<file path="src/hdl/rdc_pkg.sv">
`default_nettype none
// ----------------------------------------------------------------------------
// rdc_pkg: shared definitions of the radix digit converter
// Field widths, radix limits, character codes, the controller state type and
// the mapping from a digit value to its ASCII character.
// ----------------------------------------------------------------------------
package rdc_pkg;

    // Width of the value to convert and of the bit counter over it.
    localparam int VALUE_W   = 63;
    localparam int BIT_CNT_W = 6;
    localparam logic [BIT_CNT_W-1:0] BIT_LAST = BIT_CNT_W'(VALUE_W - 1);

    // Digit and radix widths.
    localparam int RADIX_W = 6;
    localparam int CHAR_W  = 7;
    localparam logic [RADIX_W-1:0] RADIX_MIN = 6'd2;
    localparam logic [RADIX_W-1:0] RADIX_MAX = 6'd36;
    localparam logic [RADIX_W-1:0] RADIX_RESET = 6'd2;

    // Character codes.
    localparam logic [CHAR_W-1:0]  ASCII_ZERO = 7'd48;
    localparam logic [CHAR_W-1:0]  ASCII_A    = 7'd65;
    localparam logic [RADIX_W-1:0] DEC_DIGITS = 6'd10;

    // Controller states.
    typedef enum logic [1:0] {
        ST_IDLE,
        ST_DIVIDE,
        ST_FETCH,
        ST_LOAD
    } rdc_state_t;

    // Map a digit value (below thirty-six) to '0'-'9' or 'A'-'Z'.
    function automatic logic [CHAR_W-1:0] digit_to_ascii(input logic [RADIX_W-1:0] digit);
        logic [CHAR_W-1:0] wide_digit;
        wide_digit = {1'b0, digit};
        if (digit < DEC_DIGITS)
        begin
            return ASCII_ZERO + wide_digit;
        end
        return (ASCII_A - {1'b0, DEC_DIGITS}) + wide_digit;
    endfunction

endpackage
`default_nettype wire

</file>
<file path="src/hdl/radix_digit_converter_core.sv">
`default_nettype none
// ----------------------------------------------------------------------------
// radix_digit_converter_core: integer to radix string converter
// Converts a 63-bit non-negative integer to ASCII digits of radix 2 to 36,
// most significant digit first, flagging the final digit.
// ----------------------------------------------------------------------------
// A conversion starts when start is high while busy is low. The value is
// divided by the radix over and over with a bit-serial restoring divider that
// retires one quotient bit per cycle; the remainders go into a small digit
// RAM. The digits are then read back from the RAM, most significant first,
// each read in ST_FETCH and presented from ST_LOAD, and each appears on
// digit_char for exactly one cycle with digit_valid high; last_digit marks the
// least significant one. The receiver cannot stall the output, so it must take
// every beat as it comes. A zero input yields a single '0'. Radix settings
// below two act as two and above thirty-six as thirty-six. At most
// min(MAX_DIGITS, 63) digits are produced; a value that needs more yields
// only its least significant digits. Write base_radix only while busy is low
// and no beat is pending.
// ----------------------------------------------------------------------------
module radix_digit_converter_core #(
    parameter int MAX_DIGITS = 64
) (
    input  wire logic                          clk,
    input  wire logic                          rst_n,
    input  wire logic                          start,
    output logic                               busy,
    input  wire logic [rdc_pkg::VALUE_W-1:0]   value_in,
    input  wire logic                          base_radix_wr_en,
    input  wire logic [rdc_pkg::RADIX_W-1:0]   base_radix_wr_data,
    output logic                               digit_valid,
    output logic      [rdc_pkg::CHAR_W-1:0]    digit_char,
    output logic                               last_digit
);

    import rdc_pkg::*;

    localparam int DIGIT_LIMIT = (MAX_DIGITS < VALUE_W) ? MAX_DIGITS : VALUE_W;
    localparam int ADDR_W      = $clog2(MAX_DIGITS);
    localparam int CNT_W       = $clog2(DIGIT_LIMIT + 1);
    localparam logic [CNT_W-1:0] LAST_SLOT = CNT_W'(DIGIT_LIMIT - 1);

    rdc_state_t state_reg, state_next;

    logic [RADIX_W-1:0]   base_radix_reg;
    logic [RADIX_W-1:0]   radix;
    logic [VALUE_W-1:0]   quot_reg, quot_next;
    logic [RADIX_W-1:0]   rem_reg, rem_next;
    logic [BIT_CNT_W-1:0] bit_cnt_reg, bit_cnt_next;
    logic                 nz_reg, nz_next;
    logic [CNT_W-1:0]     count_reg, count_next;
    logic [ADDR_W-1:0]    pos_reg, pos_next;
    logic                 strobe_reg, strobe_next;
    logic [CHAR_W-1:0]    char_reg, char_next;
    logic                 last_reg, last_next;

    logic [RADIX_W:0]     rem_shift;
    logic [RADIX_W:0]     rem_diff;
    logic                 quot_bit;
    logic [RADIX_W-1:0]   rem_step;
    logic                 ram_wr_en;
    logic                 ram_rd_en;
    logic [RADIX_W-1:0]   ram_rd_data;

    // Radix register, written directly from the configuration port.
    always_ff @(posedge clk or negedge rst_n)
    begin
        if (!rst_n)
        begin
            base_radix_reg <= RADIX_RESET;
        end
        else if (base_radix_wr_en)
        begin
            base_radix_reg <= base_radix_wr_data;
        end
    end

    // Saturate the radix into the supported range.
    always_comb
    begin
        priority if (base_radix_reg < RADIX_MIN)
        begin
            radix = RADIX_MIN;
        end
        else if (base_radix_reg > RADIX_MAX)
        begin
            radix = RADIX_MAX;
        end
        else
        begin
            radix = base_radix_reg;
        end
    end

    // One restoring division step: bring down the top quotient bit.
    assign rem_shift = {rem_reg, quot_reg[VALUE_W-1]};
    assign rem_diff  = rem_shift - {1'b0, radix};
    assign quot_bit  = (rem_shift >= {1'b0, radix});
    assign rem_step  = quot_bit ? rem_diff[RADIX_W-1:0] : rem_shift[RADIX_W-1:0];

    // Digit store.
    rdc_ram #(
        .WIDTH(RADIX_W),
        .DEPTH(MAX_DIGITS)
    ) u_digit_ram (
        .clk    (clk),
        .wr_en  (ram_wr_en),
        .wr_addr(count_reg[ADDR_W-1:0]),
        .wr_data(rem_step),
        .rd_en  (ram_rd_en),
        .rd_addr(pos_reg),
        .rd_data(ram_rd_data)
    );

    // State register.
    always_ff @(posedge clk or negedge rst_n)
    begin
        if (!rst_n)
        begin
            state_reg <= ST_IDLE;
        end
        else
        begin
            state_reg <= state_next;
        end
    end

    // Control registers.
    always_ff @(posedge clk or negedge rst_n)
    begin
        if (!rst_n)
        begin
            bit_cnt_reg <= '0;
            nz_reg      <= 1'b0;
            count_reg   <= '0;
            pos_reg     <= '0;
            strobe_reg  <= 1'b0;
        end
        else
        begin
            bit_cnt_reg <= bit_cnt_next;
            nz_reg      <= nz_next;
            count_reg   <= count_next;
            pos_reg     <= pos_next;
            strobe_reg  <= strobe_next;
        end
    end

    // Datapath registers.
    always_ff @(posedge clk)
    begin
        quot_reg <= quot_next;
        rem_reg  <= rem_next;
        char_reg <= char_next;
        last_reg <= last_next;
    end

    // Next state and controls.
    always_comb
    begin
        state_next   = state_reg;
        quot_next    = quot_reg;
        rem_next     = rem_reg;
        bit_cnt_next = bit_cnt_reg;
        nz_next      = nz_reg;
        count_next   = count_reg;
        pos_next     = pos_reg;
        strobe_next  = 1'b0;
        char_next    = char_reg;
        last_next    = last_reg;
        ram_wr_en    = 1'b0;
        ram_rd_en    = 1'b0;

        unique case (state_reg)
            ST_IDLE:
            begin
                if (start)
                begin
                    quot_next    = value_in;
                    rem_next     = '0;
                    bit_cnt_next = '0;
                    nz_next      = 1'b0;
                    count_next   = '0;
                    state_next   = ST_DIVIDE;
                end
            end

            ST_DIVIDE:
            begin
                quot_next    = {quot_reg[VALUE_W-2:0], quot_bit};
                rem_next     = rem_step;
                nz_next      = nz_reg | quot_bit;
                bit_cnt_next = bit_cnt_reg + 1'b1;
                if (bit_cnt_reg == BIT_LAST)
                begin
                    // Remainder is the next digit; store it and decide whether to go on.
                    ram_wr_en  = 1'b1;
                    pos_next   = count_reg[ADDR_W-1:0];
                    count_next = count_reg + 1'b1;
                    if ((nz_reg | quot_bit) && (count_reg < LAST_SLOT))
                    begin
                        rem_next     = '0;
                        bit_cnt_next = '0;
                        nz_next      = 1'b0;
                    end
                    else
                    begin
                        state_next = ST_FETCH;
                    end
                end
            end

            ST_FETCH:
            begin
                ram_rd_en  = 1'b1;
                state_next = ST_LOAD;
            end

            ST_LOAD:
            begin
                // Read data is back: present the beat for one cycle.
                char_next   = digit_to_ascii(ram_rd_data);
                last_next   = (pos_reg == '0);
                strobe_next = 1'b1;
                if (pos_reg == '0)
                begin
                    state_next = ST_IDLE;
                end
                else
                begin
                    pos_next   = pos_reg - 1'b1;
                    state_next = ST_FETCH;
                end
            end

            default:
            begin
                state_next = ST_IDLE;
            end
        endcase
    end

    // Outputs.
    assign busy        = (state_reg != ST_IDLE);
    assign digit_valid = strobe_reg;
    assign digit_char  = char_reg;
    assign last_digit  = last_reg;

endmodule
`default_nettype wire

</file>
<file path="src/hdl/rdc_ram.sv">
`default_nettype none
// ----------------------------------------------------------------------------
// rdc_ram: generic simple dual-port RAM
// One write port and one read port with registered read data.
// ----------------------------------------------------------------------------
module rdc_ram #(
    parameter int WIDTH = 6,
    parameter int DEPTH = 64
) (
    input  wire logic                     clk,
    input  wire logic                     wr_en,
    input  wire logic [$clog2(DEPTH)-1:0] wr_addr,
    input  wire logic [WIDTH-1:0]         wr_data,
    input  wire logic                     rd_en,
    input  wire logic [$clog2(DEPTH)-1:0] rd_addr,
    output logic      [WIDTH-1:0]         rd_data
);

    logic [WIDTH-1:0] mem_reg [DEPTH];

    // Write port.
    always_ff @(posedge clk)
    begin
        if (wr_en)
        begin
            mem_reg[wr_addr] <= wr_data;
        end
    end

    // Registered read port.
    always_ff @(posedge clk)
    begin
        if (rd_en)
        begin
            rd_data <= mem_reg[rd_addr];
        end
    end

endmodule
`default_nettype wire

</file>
<file path="config.mk">
export PLATFORM = sky130hd
export DESIGN_NAME = radix_digit_converter_core
export DESIGN_NICKNAME = d
export VERILOG_FILES = /design/src/hdl/rdc_pkg.sv /design/src/hdl/radix_digit_converter_core.sv /design/src/hdl/rdc_ram.sv
export SDC_FILE = /design/constraint.sdc
export NUM_CORES = 1
export LEC_CHECK = 0
export BUFFER_PORTS_ARGS = -buffer_cell sky130_fd_sc_hd__buf_2
export CAP_MARGIN = 40
export CORE_UTILIZATION = 61
export DETAILED_ROUTE_END_ITERATION = 10
export GPL_ROUTABILITY_DRIVEN = 0
export GPL_TIMING_DRIVEN = 0
export HOLD_SLACK_MARGIN = 0.08
export PLACE_DENSITY = 0.77
export SYNTH_ARGS = -nofsm -noshare
export SYNTH_HDL_FRONTEND = slang
export SYNTH_SLANG_ARGS = --single-unit
</file>
<file path="constraint.sdc">
create_clock -name clk -period 7.75 [get_ports clk]
set_input_delay 0.775 -clock clk [delete_from_list [all_inputs] [get_ports clk]]
set_output_delay 0.775 -clock clk [all_outputs]
set_load 0.03 [all_outputs]
</file>
==> flow_summary_export.csv, run 1 <==
group,metric,value,unit
finish,fill_cells,2085,
grt,antenna_found_initial,0,
logic_synthesis,async_reset_ff_share,5.66,%
pwr,peakVddDrop,481,uV
critical_path,critPathLaunchType,"flip-flop",
pwr,total_power,9.66,mW
critical_path,crit_family,"simple AND/OR/NAND/NOR gates",
logic_synthesis,synthFlopType,"edfxtp_1",
floorplan,fp.dieH,185,um
pwr,power_density,417,nW/um^2
clock_network,clk_pin_slew_worst_paths,0.06,ns
grt,grt_max_degree,66,
clock_network,cts_max_level,2,
critical_path,end_kind,"flip-flop",
clock_network,cts_setup_buffers,0,
critical_path,worst_path_max_delay_cell,"or4_1",
finish,largest_reg_flops,384,
logic_synthesis,seq_area_frac_synth,72.0,%
finish,antenna_cells,0,
timing,tns,0,ns
timing,whs,0.248,ns
drt,drt_pre_antenna_iters,7,
drt,routedWlPerCell,24.5,um
timing,worst_clock_skew,0.0213,ns
clock_network,postCtsHoldBufs,0,
logic_synthesis,yosysTopAreaCellShare,68.5,%
clock_network,cts_made_buffers,48,
clock_network,cts_tree,"yes",
logic_synthesis,netlist_instances,1275,
clock_network,cts_resized,0,
timing,finalSetupViolCount,0,
logic_synthesis,syn_avg_cell_area,16.1,sq um
finish,drive_gt1_share,19.0,%
finish,fin_util,70.7,%
drt,wirelength,46200,um
logic_synthesis,yosysWarnings,0,
finish,final_common_cell,"edfxtp_1",
timing,period_needed,3.84,ns
floorplan,die_x,185,um
finish,final_net_count,1501,
grt,grt_pass1_wl,69800,um
timing,maxSlewViolCount,0,
floorplan,row_count,66,
timing,post-route-period-util,49.5,%
logic_synthesis,ys_seq_elements,495,
timing,tightest_slew,0.803,ns
drt,detail-route-antenna-nets,0,
hold_path,hold_path.class,"in2async",
clock_network,clockBufferDepth,3,
timing,fin_ws,3.91,ns
floorplan,initial_core_util,62.4,%
flow_run,cap_violations,0,
finish,multiInputGateArea,5290,sq um
timing,max_freq,261,MHz
finish,ff_latch_area,14700,sq um
grt,use_met2,46.4,%
placement,dp_hpwl,30200,um
grt,busiest_layer,"met2",
clock_network,cts.sinks,495,
logic_synthesis,synth.distinct_cells,67,
logic_synthesis,syn_nets,1363,
grt,grt_overflow,0,
timing,relSlewSlack,46.4,%
finish,final_cell_mix,"edfxtp_1, nand2_1, nor2_1",
grt,met3_usage,4.76,%
floorplan,core,32800,sq um
critical_path,r2r_slack,3.91,ns
logic_synthesis,synth_area,20500,sq um
grt,grt_pass1_vias,11757,
critical_path,path_max_fanout,45,
critical_path,worst_path_most_repeated_cell,"nor2b_1",
logic_synthesis,synth_edf_count,467,
critical_path,required,8.04,ns
floorplan,dieArea,34300,sq um
outcome,status,"complete, no violations",
critical_path,path_class,"reg2reg",
drt,vias,11780,
logic_synthesis,synth_largest_area_cell,"edfxtp_1",
drt,via_per_inst,6.23,
drt,initialDrtViolationCount,1225,
timing,rsz0062_at_grt,"no",
critical_path,cp.arrival,4.13,ns
drt,drc,0,
grt,use_met1,37.8,%
critical_path,max_stage_delay,0.55,ns
clock_network,clock-root-buffer,"clkbuf_16",
critical_path,crit_chain,"or4_1, a21boi_0, ha_1, nor2b_1, o21a_1, o31ai_2, and2b_2, buf_6, mux2_2, buf_12, nor2b_1",
placement,portBuffers,81,
timing,hold_viol_final,0,
placement,dp_slack,3.90,ns
pwr,leakagePower,8.15,nW
grt,grt_use_total,28.2,%
finish,synthToLayoutAreaGrowth,13.2,%
clock_network,clock_latency,0.55,ns
floorplan,ios,83,
logic_synthesis,synthTopCellsByArea,"edfxtp_1, mux4_2, nand2_1",
critical_path,critPathBufInv,2,
==> layout make-up <==
class	instances	area share, %
Sequential cell	495	63.6
Multi-Input combinational cell	704	22.8
Clock buffer	71	6.04
Timing Repair Buffer	88	2.45
Tap cell	442	2.39
Buffer	57	1.70
Clock inverter	14	0.729
Inverter	19	0.308
==> cells in the mapped netlist (8+ instances only) <==
| cell | instances |
|---|---|
| nand2_1 | 246 |
| buf_6 | 9 |
| ha_1 | 14 |
| a22oi_1 | 8 |
| edfxtp_1 | 467 |
| nor2b_1 | 9 |
| mux4_2 | 63 |
| mux2_2 | 10 |
| o221ai_1 | 19 |
| clkbuf_1 | 21 |
| nor2_1 | 107 |
| dfrtp_1 | 27 |
| o21ai_0 | 25 |
| buf_2 | 11 |
| a21oi_1 | 33 |
| mux2i_1 | 47 |
| nand3_1 | 13 |
| inv_1 | 18 |
| mux4_1 | 14 |
==> power by group <==
part	internal, mW	switching (mW)	leakage [nW]	total [mW]
Combinational	1.07	2.09	2.76	3.16
Sequential	4.06	0.120	4.62	4.18
Clock	1.38	0.946	0.762	2.32
==> kinds of logic after synthesis <==
family,synth area share [%]
AO/OA/AOI/OAI,4.27
XOR/XNOR,0.471
adder cells (fa/ha/maj),0.954
buffers and inverters,2.27
flip-flops,72.0
multiplexers,11.7
AND/OR/NAND/NOR,8.43
==> worst paths after layout <==
check | endpoint | from | depth (start not counted)
max | rem_reg[3] | base_radix_reg[4] | 11
min | base_radix_reg[4] | rst_n | 1
max reg2reg | rem_reg[3] | base_radix_reg[4] | 11
min reg2reg | quot_reg[46] | quot_reg[45] | 2
max in group asynchronous | pos_reg[5] | rst_n | 1
min in group clk | base_radix_reg[5] | base_radix_wr_data[5] | 3
==> metrics by stage <==
step | std cells | instance area [sq um]
after CTS | 1890 | 23200
final | 1890 | 23200
after floorplan | 1275 | 20500
after detailed placement | 1805 | 21600
after global routing | 1890 | 23200
after global placement | 1798 | 21400
==> layer usage <==
layer,vias to the layer above,part of all wire [%]
li1,5157,-
met3,122,8.1
met5,-,0
met1,5861,39
met4,0,4.0
met2,640,49
(Power assumes the default switching activity.)
==> inputs of run 2 (changes only) <==
--- a/config.mk
+++ b/config.mk
@@ -5,14 +5,15 @@
 export SDC_FILE = /design/constraint.sdc
 export NUM_CORES = 1
 export LEC_CHECK = 0
+export ABC_AREA = 1
 export BUFFER_PORTS_ARGS = -buffer_cell sky130_fd_sc_hd__buf_2
 export CAP_MARGIN = 40
-export CORE_UTILIZATION = 61
+export CORE_UTILIZATION = 56
 export DETAILED_ROUTE_END_ITERATION = 10
 export GPL_ROUTABILITY_DRIVEN = 0
 export GPL_TIMING_DRIVEN = 0
 export HOLD_SLACK_MARGIN = 0.08
-export PLACE_DENSITY = 0.77
+export PLACE_DENSITY = 0.74
 export SYNTH_ARGS = -nofsm -noshare
 export SYNTH_HDL_FRONTEND = slang
 export SYNTH_SLANG_ARGS = --single-unit
==> constraint.sdc (replaced) <==
create_clock -name clk -period 3.4 [get_ports clk]
set_input_delay 0.34 -clock clk [delete_from_list [all_inputs] [get_ports clk]]
set_output_delay 0.34 -clock clk [all_outputs]
set_load 0.03 [all_outputs]
==> flow_summary_export.csv, run 2 <==
group,metric,value,unit
finish,synthToLayoutAreaGrowth,16.6,%
clock_network,cts_tree,"yes",
critical_path,cp.arrival,3.42,ns
timing,post-route-period-util,91.4,%
pwr,power_switching,4.63,mW
drt,drt_pre_antenna_iters,8,
flow_run,cap_violations,0,
logic_synthesis,async_reset_ff_share,5.66,%
clock_network,clk_pin_slew_worst_paths,0.06,ns
logic_synthesis,syn_nets,2173,
floorplan,fp.dieH,199,um
finish,multiInputGateArea,5770,sq um
timing,maxSlewViolCount,0,
clock_network,clock-root-buffer,"clkbuf_16",
critical_path,r2r_slack,0.29,ns
logic_synthesis,synth.distinct_cells,38,
drt,initialDrtViolationCount,1834,
pwr,seqPwrFrac,50.3,%
drt,route.met3.wl,6090,um
timing,rsz0062_at_grt,"no",
drt,via_per_inst,5.63,
logic_synthesis,ys_seq_elements,495,
grt,grt_pass1_vias,15645,
logic_synthesis,synthTopCellsByArea,"edfxtp_1, nand2_1, nand3_1",
grt,grt_overflow,0,
finish,largest_reg_flops,384,
pwr,p_clk_share,32.7,%
floorplan,die_x,199,um
critical_path,end_kind,"flip-flop",
drt,dr.max_layer_used,"met4",
hold_path,hold_path.class,"in2reg",
timing,finalSetupViolCount,0,
critical_path,crit_chain,"inv_1, nand2_1, o21ai_0, o21ai_0, ha_1, nand3_1, nand2_1, nand3_1, nand2_2, buf_6, o21ai_0, o21ai_1, inv_4, buf_12",
finish,antenna_cells,0,
critical_path,path_class,"reg2reg",
clock_network,clock_latency,0.60,ns
logic_synthesis,synthFlopType,"edfxtp_1",
pwr,power_density,675,nW/um^2
placement,dp_hpwl,37800,um
timing,tightest_slew,0.876,ns
drt,routedWlPerCell,20.4,um
logic_synthesis,synth_largest_area_cell,"edfxtp_1",
logic_synthesis,seq_area_frac_synth,67.8,%
finish,fin_util,66.7,%
logic_synthesis,synth_most_common_cell,"nand2_1",
clock_network,cts.sinks,495,
floorplan,ios,83,
finish,final_cell_mix,"nand2_1, edfxtp_1, nand3_1",
grt,grt_use_total,30.4,%
clock_network,clockBufferDepth,3,
logic_synthesis,netlist_instances,2085,
critical_path,max_stage_delay,0.39,ns
pwr,power_frac_comb,17.0,%
logic_synthesis,synth_area,21700,sq um
floorplan,dieArea,39500,sq um
clock_network,cts_made_buffers,50,
timing,tns,0,ns
drt,wl_met1,22100,um
timing,worst_clock_skew,0.0189,ns
drt,detail-route-antenna-nets,0,
clock_network,cts_setup_buffers,0,
logic_synthesis,synth_edf_count,467,
drt,wl_met2,27500,um
placement,portBuffers,82,
logic_synthesis,yosysWarnings,0,
timing,relSlewSlack,41.4,%
timing,hold_viol_final,0,
clock_network,cts_max_level,2,
drt,drc,0,
finish,final_common_cell,"nand2_1",
critical_path,crit_family,"simple AND/OR/NAND/NOR gates",
finish,drive_gt1_share,12.0,%
pwr,swShare,27.1,%
pwr,peakVddDrop,723,uV
drt,vias,16030,
critical_path,worst_path_max_delay_cell,"dfrtp_1",
drt,wirelength,58100,um
logic_synthesis,ys_top_cells_by_count,"nand2_1, edfxtp_1, nand3_1",
pwr,p_int,12.4,mW
critical_path,critPathLaunchType,"flip-flop",
logic_synthesis,syn_avg_cell_area,10.4,sq um
critical_path,required,3.71,ns
finish,ff_latch_area,14700,sq um
floorplan,core,37900,sq um
critical_path,worst_path_most_repeated_cell,"o21ai_0",
floorplan,row_count,71,
grt,grt_max_degree,55,
finish,final_net_count,2386,
floorplan,initial_core_util,57.2,%
critical_path,path_max_fanout,39,
outcome,status,"complete, no violations",
timing,period_needed,3.11,ns
critical_path,critPathBufInv,4,
finish,fill_cells,2729,
grt,antenna_found_initial,0,
logic_synthesis,yosysTopAreaCellShare,64.6,%
pwr,leakagePower,10.2,nW
grt,grt_pass1_wl,88000,um
timing,max_freq,322,MHz
-- run 2: cell count changes in the layout (fill, tap and decap cells not counted), moves of 47 or more --
cell,change
nand2_1,+528
nand3_1,+216
inv_1,+148
dlygate4sd3_1,+70
mux4_2,-63
mux2i_1,-47
-- run 2: worst register-to-register path, delay by kind of cell (launching register included) --
kind,cells,cell delay (ns)
and+or+nand+nor,5,0.72
AOI/OAI and AO/OA,4,0.67
buffers and inverters,4,0.66
DFF,1,0.39
adders and majority gates,1,0.35
-- run 2: area by class of cell --
class | instances | share of cell area, %
Buffer | 96 | 2.15
Clock buffer | 62 | 5.33
Clock inverter | 30 | 1.18
Timing Repair Buffer | 161 | 5.07
Multi-Input combinational cell | 1314 | 22.8
Inverter | 180 | 2.70
Sequential cell | 495 | 58.2
Tap cell | 511 | 2.53
-- run 2: per-stage QoR --
stage                     total power [mW]  cells  hold WS [ns]  instance area (sq um)  setup WS [ns]
after global placement                10.8   2678         0.442                  22800          -1.32
after global routing                  17.5   2849         0.137                  25300         0.0367
after detailed placement              11.5   2687         0.437                  22900          0.216
final                                 17.1   2849         0.110                  25300          0.293
after floorplan                       9.94   2085        0.0444                  21700          0.331
after CTS                             17.0   2849        0.0837                  25300          0.160
-- run 2: path summary, 6_finish.rpt --
| kind | from | to | depth (start not counted) |
|---|---|---|---|
| setup / recovery | base_radix_reg[3] | u_digit_ram.mem_reg[29][2] | 14 |
| hold / removal | value_in[0] | quot_reg[0] | 3 |
| setup reg to reg | base_radix_reg[3] | u_digit_ram.mem_reg[29][2] | 14 |
| hold reg to reg | base_radix_reg[1] | base_radix_reg[1] | 2 |
| max in group asynchronous | rst_n | pos_reg[1] | 2 |
| min in group asynchronous | rst_n | nz_reg | 2 |
-- run 2: cell families after synthesis --
| group | count (synthesis) | synth area share (%) |
|---|---|---|
| flops | 495 | 67.8 |
| buf+inv | 276 | 5.62 |
| xor+xnor | 12 | 0.484 |
| compound gates | 109 | 2.84 |
| simple gates | 1177 | 22.3 |
| mux | 1 | 0.0519 |
| fa+ha+maj | 15 | 0.899 |
-- run 2: power by group through the flow --
stage                     clock [mW]  sequential, mW  combinational (mW)
after floorplan                    0            8.73                1.20
after global placement             0            8.73                2.09
after detailed placement           0            8.70                2.77
after CTS                       5.60            8.58                2.84
after global routing            5.83            8.61                3.11
final                           5.59            8.58                2.90
-- run 2: repair_timing --
action / in CTS / in global routing
endpoints found under the setup margin: 0 / 141
hold buffers: 70 / 0
endpoints found under the hold margin: 95 / 0
resized for setup: 0 / 10
-- run 2: per-layer routing --
metal  GRT usage, %  up-vias
met3           6.22      157
met5              0        -
met4           14.6        0
met2           49.3      928
met1           39.2     7594
li1               -     7351
==> inputs of run 3 (changes only) <==
--- a/config.mk
+++ b/config.mk
@@ -8,12 +8,12 @@
 export ABC_AREA = 1
 export BUFFER_PORTS_ARGS = -buffer_cell sky130_fd_sc_hd__buf_2
 export CAP_MARGIN = 40
-export CORE_UTILIZATION = 56
+export CORE_UTILIZATION = 50
 export DETAILED_ROUTE_END_ITERATION = 10
 export GPL_ROUTABILITY_DRIVEN = 0
 export GPL_TIMING_DRIVEN = 0
 export HOLD_SLACK_MARGIN = 0.08
-export PLACE_DENSITY = 0.74
+export PLACE_DENSITY = 0.67
 export SYNTH_ARGS = -nofsm -noshare
 export SYNTH_HDL_FRONTEND = slang
 export SYNTH_SLANG_ARGS = --single-unit
==> flow_summary_export.csv, run 3 (synthesized netlist as in run 2, its figures left out) <==
group,metric,value,unit
clock_network,cts_made_buffers,52,
grt,antenna_found_initial,0,
finish,antenna_cells,0,
floorplan,dieArea,44200,sq um
critical_path,critPathLaunchType,"flip-flop",
drt,drt_pre_antenna_iters,6,
critical_path,cp.arrival,3.34,ns
critical_path,required,3.72,ns
grt,grt_overflow,0,
finish,largest_reg_flops,384,
clock_network,cts_max_level,2,
drt,initialDrtViolationCount,1765,
timing,tns,0,ns
finish,fill_cells,3438,
floorplan,fp.dieH,210,um
pwr,power_density,681,nW/um^2
timing,post-route-period-util,88.9,%
placement,dp_hpwl,38700,um
pwr,total_power,17.4,mW
outcome,status,"complete, no violations",
drt,vias,15843,
clock_network,cts_tree,"yes",
timing,fin_ws,0.377,ns
floorplan,ios,83,
drt,drc,0,
clock_network,clock_latency,0.60,ns
clock_network,clock-root-buffer,"clkbuf_16",
clock_network,cts.sinks,495,
pwr,peakVddDrop,761,uV
timing,period_needed,3.02,ns
timing,relSlewSlack,42.2,%
timing,max_freq,331,MHz
placement,portBuffers,82,
grt,grt_pass1_vias,15521,
placement,dp_slack,0.137,ns
grt,grt_use_total,27.1,%
flow_run,cap_violations,0,
timing,tightest_slew,0.864,ns
placement,dp_cells,2753,
hold_path,hold_path.class,"in2reg",
critical_path,path_max_fanout,47,
grt,grt_pass1_wl,89200,um
finish,fin_cells,2919,
drt,wirelength,58300,um
drt,via_per_inst,5.43,
timing,hold_viol_final,0,
timing,maxSlewViolCount,0,
floorplan,core,42400,sq um
finish,final_common_cell,"nand2_1",
grt,grt_max_degree,48,
pwr,leakagePower,10.2,nW
timing,rsz0062_at_grt,"no",
timing,worst_clock_skew,0.0159,ns
finish,synthToLayoutAreaGrowth,17.4,%
floorplan,initial_core_util,51.2,%
floorplan,die_x,210,um
finish,final_cell_mix,"nand2_1, edfxtp_1, nand3_1",
timing,whs,0.101,ns
finish,drive_gt1_share,12.0,%
floorplan,row_count,75,
critical_path,end_kind,"flip-flop",
clock_network,clockBufferDepth,3,
finish,final_net_count,2389,
drt,routedWlPerCell,20.0,um
drt,detail-route-antenna-nets,0,
critical_path,path_class,"reg2reg",
timing,finalSetupViolCount,0,
clock_network,clk_pin_slew_worst_paths,0.06,ns
[run 3: cell type report]
class	instances	area [sq um]	share of cell area (%)
Buffer	96	544	2.14
Clock buffer	67	1400	5.49
Clock inverter	28	314	1.23
Inverter	180	697	2.74
Multi-Input combinational cell	1314	5770	22.7
Sequential cell	495	14700	57.8
Tap cell	577	722	2.83
Timing Repair Buffer	162	1300	5.12
[run 3: what timing repair did]
item | in CTS | in global routing
hold endpoints to repair | 96 | 0
resized for setup | 0 | 12
hold buffers | 71 | 0
buffers inserted | 0 | 0
endpoints found under the setup margin | 0 | 141
[run 3: per-stage QoR]
| stage | utilization [%] | area (sq um) |
|---|---|---|
| floorplan | - | 21700 |
| global placement | 53.8 | 22800 |
| detailed placement | 54.3 | 23000 |
| CTS | 60.0 | 25500 |
| global route | 60.1 | 25500 |
| finish | 60.1 | 25500 |
[run 3: worst paths after layout]
check | start | end | slack [ns] | cells after the start
max in group asynchronous | rst_n | pos_reg[2] | 2.55 | 2
worst min register to register | base_radix_reg[1] | base_radix_reg[1] | 0.51 | 2
min in group asynchronous | rst_n | nz_reg | 0.35 | 2
worst max-delay path | base_radix_reg[3] | u_digit_ram.mem_reg[10][0] | 0.38 | 13
worst max register to register | base_radix_reg[3] | u_digit_ram.mem_reg[10][0] | 0.38 | 13
worst min-delay path | value_in[0] | quot_reg[0] | 0.10 | 3
[run 3: worst max-delay path, cell delays in order (launching register included)]
cell,delay (ns)
dfrtp_1,0.37
inv_1,0.07
nand2_1,0.10
o21ai_0,0.20
o21ai_0,0.20
ha_1,0.34
nand3_1,0.10
nor2_1,0.05
nor2_1,0.23
nand2_2,0.13
buf_6,0.16
o21ai_0,0.26
inv_2,0.23
buf_12,0.25
[run 3: where the power goes]
part | leakage, nW | switching [mW] | internal (mW)
logic | 4.83 | 2.21 | 0.789
clock network | 0.839 | 2.35 | 3.42
registers | 4.57 | 0.111 | 8.48
[run 3: routing by layer]
metal  global-route usage (%)  routed length [um]  share of wire (%)  vias up
met2                     42.9               26900                 46      889
met3                     4.17                5790                9.9      124
met4                     11.1                1990                3.4        0
met1                     37.6               23600                 41     7482
met5                        0                   0                  0        -
li1                         -                   -                  -     7348
